**src/sv/sleb_pkg.sv**
```systemverilog
// shared types and constants for the single line edit buffer
// no dependencies
package sleb_pkg;

  localparam int unsigned TEXT_DEPTH_DEF  = 256;
  localparam int unsigned SCRAP_DEPTH_DEF = 256;

  localparam logic [3:0] OP_KEY        = 4'd0;
  localparam logic [3:0] OP_CLICK      = 4'd1;
  localparam logic [3:0] OP_SET_SELECT = 4'd2;
  localparam logic [3:0] OP_CUT        = 4'd3;
  localparam logic [3:0] OP_COPY       = 4'd4;
  localparam logic [3:0] OP_PASTE      = 4'd5;
  localparam logic [3:0] OP_CLEAR      = 4'd6;
  localparam logic [3:0] OP_START_LOAD = 4'd7;
  localparam logic [3:0] OP_LOAD_CHAR  = 4'd8;
  localparam logic [3:0] OP_ACTIVATE   = 4'd9;
  localparam logic [3:0] OP_DEACTIVATE = 4'd10;
  localparam logic [3:0] OP_TICK       = 4'd11;
  localparam logic [3:0] OP_READ_CHAR  = 4'd12;

  localparam logic [7:0] KEY_BACKSPACE = 8'h08;
  localparam logic [7:0] KEY_LEFT      = 8'h1C;
  localparam logic [7:0] KEY_RIGHT     = 8'h1D;
  localparam logic [7:0] KEY_HOME      = 8'h1E;
  localparam logic [7:0] KEY_END       = 8'h1F;

  localparam logic [1:0] STATUS_DONE     = 2'd0;
  localparam logic [1:0] STATUS_NOP      = 2'd1;
  localparam logic [1:0] STATUS_OVERFLOW = 2'd2;

  localparam logic [7:0] BLINK_RESET = 8'd30;

  typedef enum logic [1:0] {
    MODE_HOLD,
    MODE_ROT,
    MODE_DEL,
    MODE_INS
  } sleb_mode_e;

  typedef struct packed {
    sleb_mode_e mode;
    logic [7:0] din;
  } sleb_cell_ctl_t;

  typedef enum logic [2:0] {
    ST_IDLE,
    ST_TROT,
    ST_SALIGN,
    ST_DEL,
    ST_INS,
    ST_SREST,
    ST_DONE
  } sleb_state_e;

endpackage

```
**src/sv/sleb_cell.sv**
```systemverilog
// one character cell of a shifting row, used for the text and the scrap
// depends on sleb_pkg
module sleb_cell import sleb_pkg::*; #(
  parameter int unsigned PW    = 9,
  parameter int unsigned INDEX = 0
) (
  input  logic           clk_i,
  input  sleb_cell_ctl_t ctl_i,
  input  logic [PW-1:0]  pos_i,
  input  logic [7:0]     prev_i,
  input  logic [7:0]     next_i,
  output logic [7:0]     data_o
);

  localparam logic [PW-1:0] MyIdx = PW'(INDEX);

  logic [7:0] data_q, data_d;

  always_comb begin
    data_d = data_q;
    case (ctl_i.mode)
      MODE_ROT: data_d = next_i;
      MODE_DEL: begin
        if (MyIdx >= pos_i) data_d = next_i;
      end
      MODE_INS: begin
        if (MyIdx > pos_i) data_d = prev_i;
        else if (MyIdx == pos_i) data_d = ctl_i.din;
      end
      default: data_d = data_q;
    endcase
  end

  always_ff @(posedge clk_i) begin
    data_q <= data_d;
  end

  assign data_o = data_q;

endmodule

```
**config.mk**
```make
export PLATFORM = sky130hd
export DESIGN_NAME = sleb_cell
export DESIGN_NICKNAME = d
export VERILOG_FILES = /design/src/sv/sleb_pkg.sv /design/src/sv/sleb_cell.sv
export SDC_FILE = /design/constraint.sdc
export NUM_CORES = 1
export LEC_CHECK = 0
export BUFFER_PORTS_ARGS = -buffer_cell sky130_fd_sc_hd__buf_2
export CORE_UTILIZATION = 27
export CTS_CLUSTER_DIAMETER = 60
export DETAILED_ROUTE_END_ITERATION = 16
export HOLD_SLACK_MARGIN = 0.12
export PLACE_DENSITY = 0.73
export SYNTH_ARGS = -nofsm -noshare
export SYNTH_HDL_FRONTEND = slang
export SYNTH_SLANG_ARGS = --single-unit
```
**constraint.sdc**
```tcl
create_clock -name clk_i -period 1.11 [get_ports clk_i]
set_input_delay 0.222 -clock clk_i [delete_from_list [all_inputs] [get_ports clk_i]]
set_output_delay 0.222 -clock clk_i [all_outputs]
set_load 0.1 [all_outputs]
```
---- Word-level counts from Yosys, hierarchy flattened ----
Cells that the tools add are included.
word-level totals
  register bits ........................... 8
  bits in latches ......................... 0
  bits in writable memories ............... 0
  memory bits (read-only) ................. 0
  input port bits ......................... 36
  output and inout bits ................... 8
  word-level logic and storage cells ...... 15
  memories kept ........................... 0
cells by class
  add/subtract/negate cells ............... 0
  multiply operators ...................... 0
  div/mod/pow operators ................... 0
  magnitude comparators ................... 2
  equality and inequality tests ........... 5
  shifts and indexed selects .............. 0
  mux-type cells .......................... 4
  bitwise logic cells ..................... 0
  reductions and logical operators ........ 3
operators with widths
  operator            count
  $mux 8              3
  $pmux 8 s3          1
  $ge 1x9->1 const A  1
  $gt 1x9->1 const A  1
  $logic_not 9->1     1
  $eq 2x2->1 const B  2
  $ne 3x3->1 const B  1
  $reduce_and 3->1    1
  $reduce_bool 3->1   1
  $eq 2x1->1 const B  1
  $ne 2x2->1 const B  1

---- Logic depth before layout (Yosys ltp) ----
  depth after elaboration ................. 4
  depth in mapped cells ................... 2
  gate-level depth less buffers ........... 2

---- Worst setup path before layout ----
Ideal clock, no wire load.
  path kind ............................... register -> output
  start ................................... register data_q[0] (netlist: data_o[0])
  end ..................................... output port data_o[0]
  arrival time ............................ 904 ps
  data required time ...................... 888 ps
  path slack .............................. -16 ps
  cell stages (with the launch flop) ...... 1
  buffers on the path ..................... 0
  cell sequence ........................... edfxtp_1
RTL lines
  item                    RTL line         source
  start, declared         sleb_cell.sv:17  logic [7:0] data_q, data_d;
  start signal, assigned  sleb_cell.sv:35  data_q <= data_d;
  end, declared           sleb_cell.sv:12  output logic [7:0] data_o
No word-level cell between the ends.

---- Worst setup path in the final report ----
  start ................................... register data_q[0] (netlist: data_o[0])
  end ..................................... output port data_o[0]
No word-level cell between the ends.

==> summary.md <==
| Metric | Value |
|---|---|
| CTS buffer count | 3 |
| Pwr Total | 0.924 mW |
| GPL Wtd Cong | 0.609 |
| Worst Path Buf+Inv | 1 |
| Postcts setup bufs | 0 |
| Detailed Route WL | 776 µm |
| Total Routing Usage GR | 12.7% |
| # IOs | 44 |
| DIE HEIGHT | 39.2 µm |
| Pin count of the biggest net entering global routing | 9 |
| Largest register FFs | 8 |
| CTS tree | yes |
| Yosys top cell area share | 64.4% |
| CP top delay family | flip-flops |
| Worst EP required | 890 ps |
| Post-synth cell types | 8 |
| CP Max Fanout | 1 |
| Total stage count of the critical path | 1 |
| # port buffers | 35 |
| Initial core utilization | 29.0% |
| H-tree Lvls | 1 |
| CP cell instances | buf_12 |
| Crit path arrival time | 860 ps |
| Run status | completed |
| Slew HR | 81.8% |
| Routed wl met3 | 105 µm |
| Nets | 98 |
| Metal2 WL | 377 µm |
| LEAKAGE | 0.317 nW |
| Finished Core Util | 55.2% |
| Cell taking the most area after synthesis | edfxtp_1 |
| Worst path max stage delay | 420 ps |
| Synth area leaders | edfxtp_1 (64%), mux2_2 (24%), a31o_2 (2.3%) |
| Slowest CP cell | edfxtp_1 |
| Crit path time final | 1080 ps |
| Power per cell area | 1300 mW/mm² |
| Synthesized net count | 58 |
| Mapped Area | 373 µm² |
| Core area | 0.00128 mm² |
| Detail Route Antenna Nets | 0 |
| Post-CTS resize count | 0 |
| Setup CP Type | flop to primary output |
| Grt ovf | 0 |
| Yosys Warn Count | 0 |
| Post-synthesis cell count | 22 |
| Vias | 331 |
| Router iterations before antenna repair | 1 |
| Avg Synthesized Cell Area | 16.9 µm² |
| Register area share after synthesis | 64.4% |
| EDFF count, synth | 8 |
| Area delta synth->final | 90.3% |
| Layout cell share with drive strength beyond 1 | 81.7% |
| Clock buffer depth | 2 |
| Prevailing post-synth register cell | edfxtp_1 |
| Worst setup SP type | flop |
| Worst-path clk slew | 50 ps |
| Final Hold Fails | 0 |
| VDD IR-drop max | 0.698 mV |
| Routed WL per cell | 10.3 µm |
| Worst-Margin Slew | 269 ps |
| Final slew viol count | 0 |
| Setup-failing EPs final | 0 |
| HP Class | input pin to flop |
| Unrepaired setup endpoints after global routing | true |
| CP Capture Type | primary output |
| Ant. Diodes | 0 |
| Drt drc | 0 |
| Clk root buf | clkbuf_4 |
| Max Freq | 924 MHz |
| Hold Path Depth | 2 |
| Initial antenna violation count | 0 |
| Max Used Layer | met3 |
| Crit path launch | data_o[0]$_DFFE_PP_ |
| Commonest cells post-synth | edfxtp_1 (8), mux2_2 (8) |
| Hold wc startpoint | ctl_i[0] |
| Tcrit/Tclk final | 97.5% |
| Share of flip-flops with an asynchronous set or reset | 0% |
| Yosys reg bits | 8 |
| # hold bufs at CTS | 0 |
| First-pass GRT wire length | 1190 µm |
| # clock sinks | 8 |
| Max Cap Viol | 0 |
| Vias in the first global route | 287 |
| Vias per cell | 4.41 |
| Die area | 0.00153 mm² |
| DR iter-0 viols | 0 |
| Met1 Wirelength | 293 µm |
| Hold WS | 272 ps |
| Die Wd | 39.2 µm |
| Core Rows | 13 |
path summary, 6_finish.rpt:
check	end	slack [ps]
worst max-delay path	data_o[0]	30
worst min-delay path	data_o[0]$_DFFE_PP_	270
area by class of cell:
cell class	instances	area (µm²)
Clock buffer	3	22.5
Sequential cell	8	240
Fill cell	115	576
Timing Repair Buffer	35	295
Multi-Input combinational cell	14	133
Tap cell	15	18.8
where the power goes:
group / switching, mW / leakage (nW) / internal (mW) / total, mW
sequential: 0.0173 / 0.0751 / 0.362 / 0.379
combinational: 0.195 / 0.228 / 0.138 / 0.333
clock: 0.0893 / 0.0138 / 0.123 / 0.212
total: 0.301 / 0.317 / 0.623 / 0.924
metrics by stage:
stage	TNS (ps)	instance area, µm²	std cells	setup WS [ps]
after detailed placement	-1710	687	72	-179
after floorplan	-128	373	22	-16.0
after global placement	-1370	687	72	-154
after global routing	-16.5	709	75	-16.5
after CTS	0	709	75	21.4
final	0	709	75	27.5
logic make-up after synthesis:
group	Yosys count	share of synthesized area [%]
DFF	8	64.4
muxes	8	24.2
and+or+nand+nor	5	9.06
AOI/OAI and AO/OA	1	2.35
layout by cell type, fill, tap and decap left out:
cell type,count
buf_2,27
mux2_2,8
edfxtp_1,8
buf_12,8
clkbuf_4,3
nand2_2,1
nor2_1,1
nor4_1,1
nor4b_1,1
and2b_2,1
a31o_2,1
metal layers:
layer / GRT usage [%] / up-vias
met5: 0 / -
met4: 5.17 / 0
met3: 7.51 / 0
met2: 21.3 / 28
met1: 12.6 / 138
li1: - / 165
(Power assumes the default switching activity.)
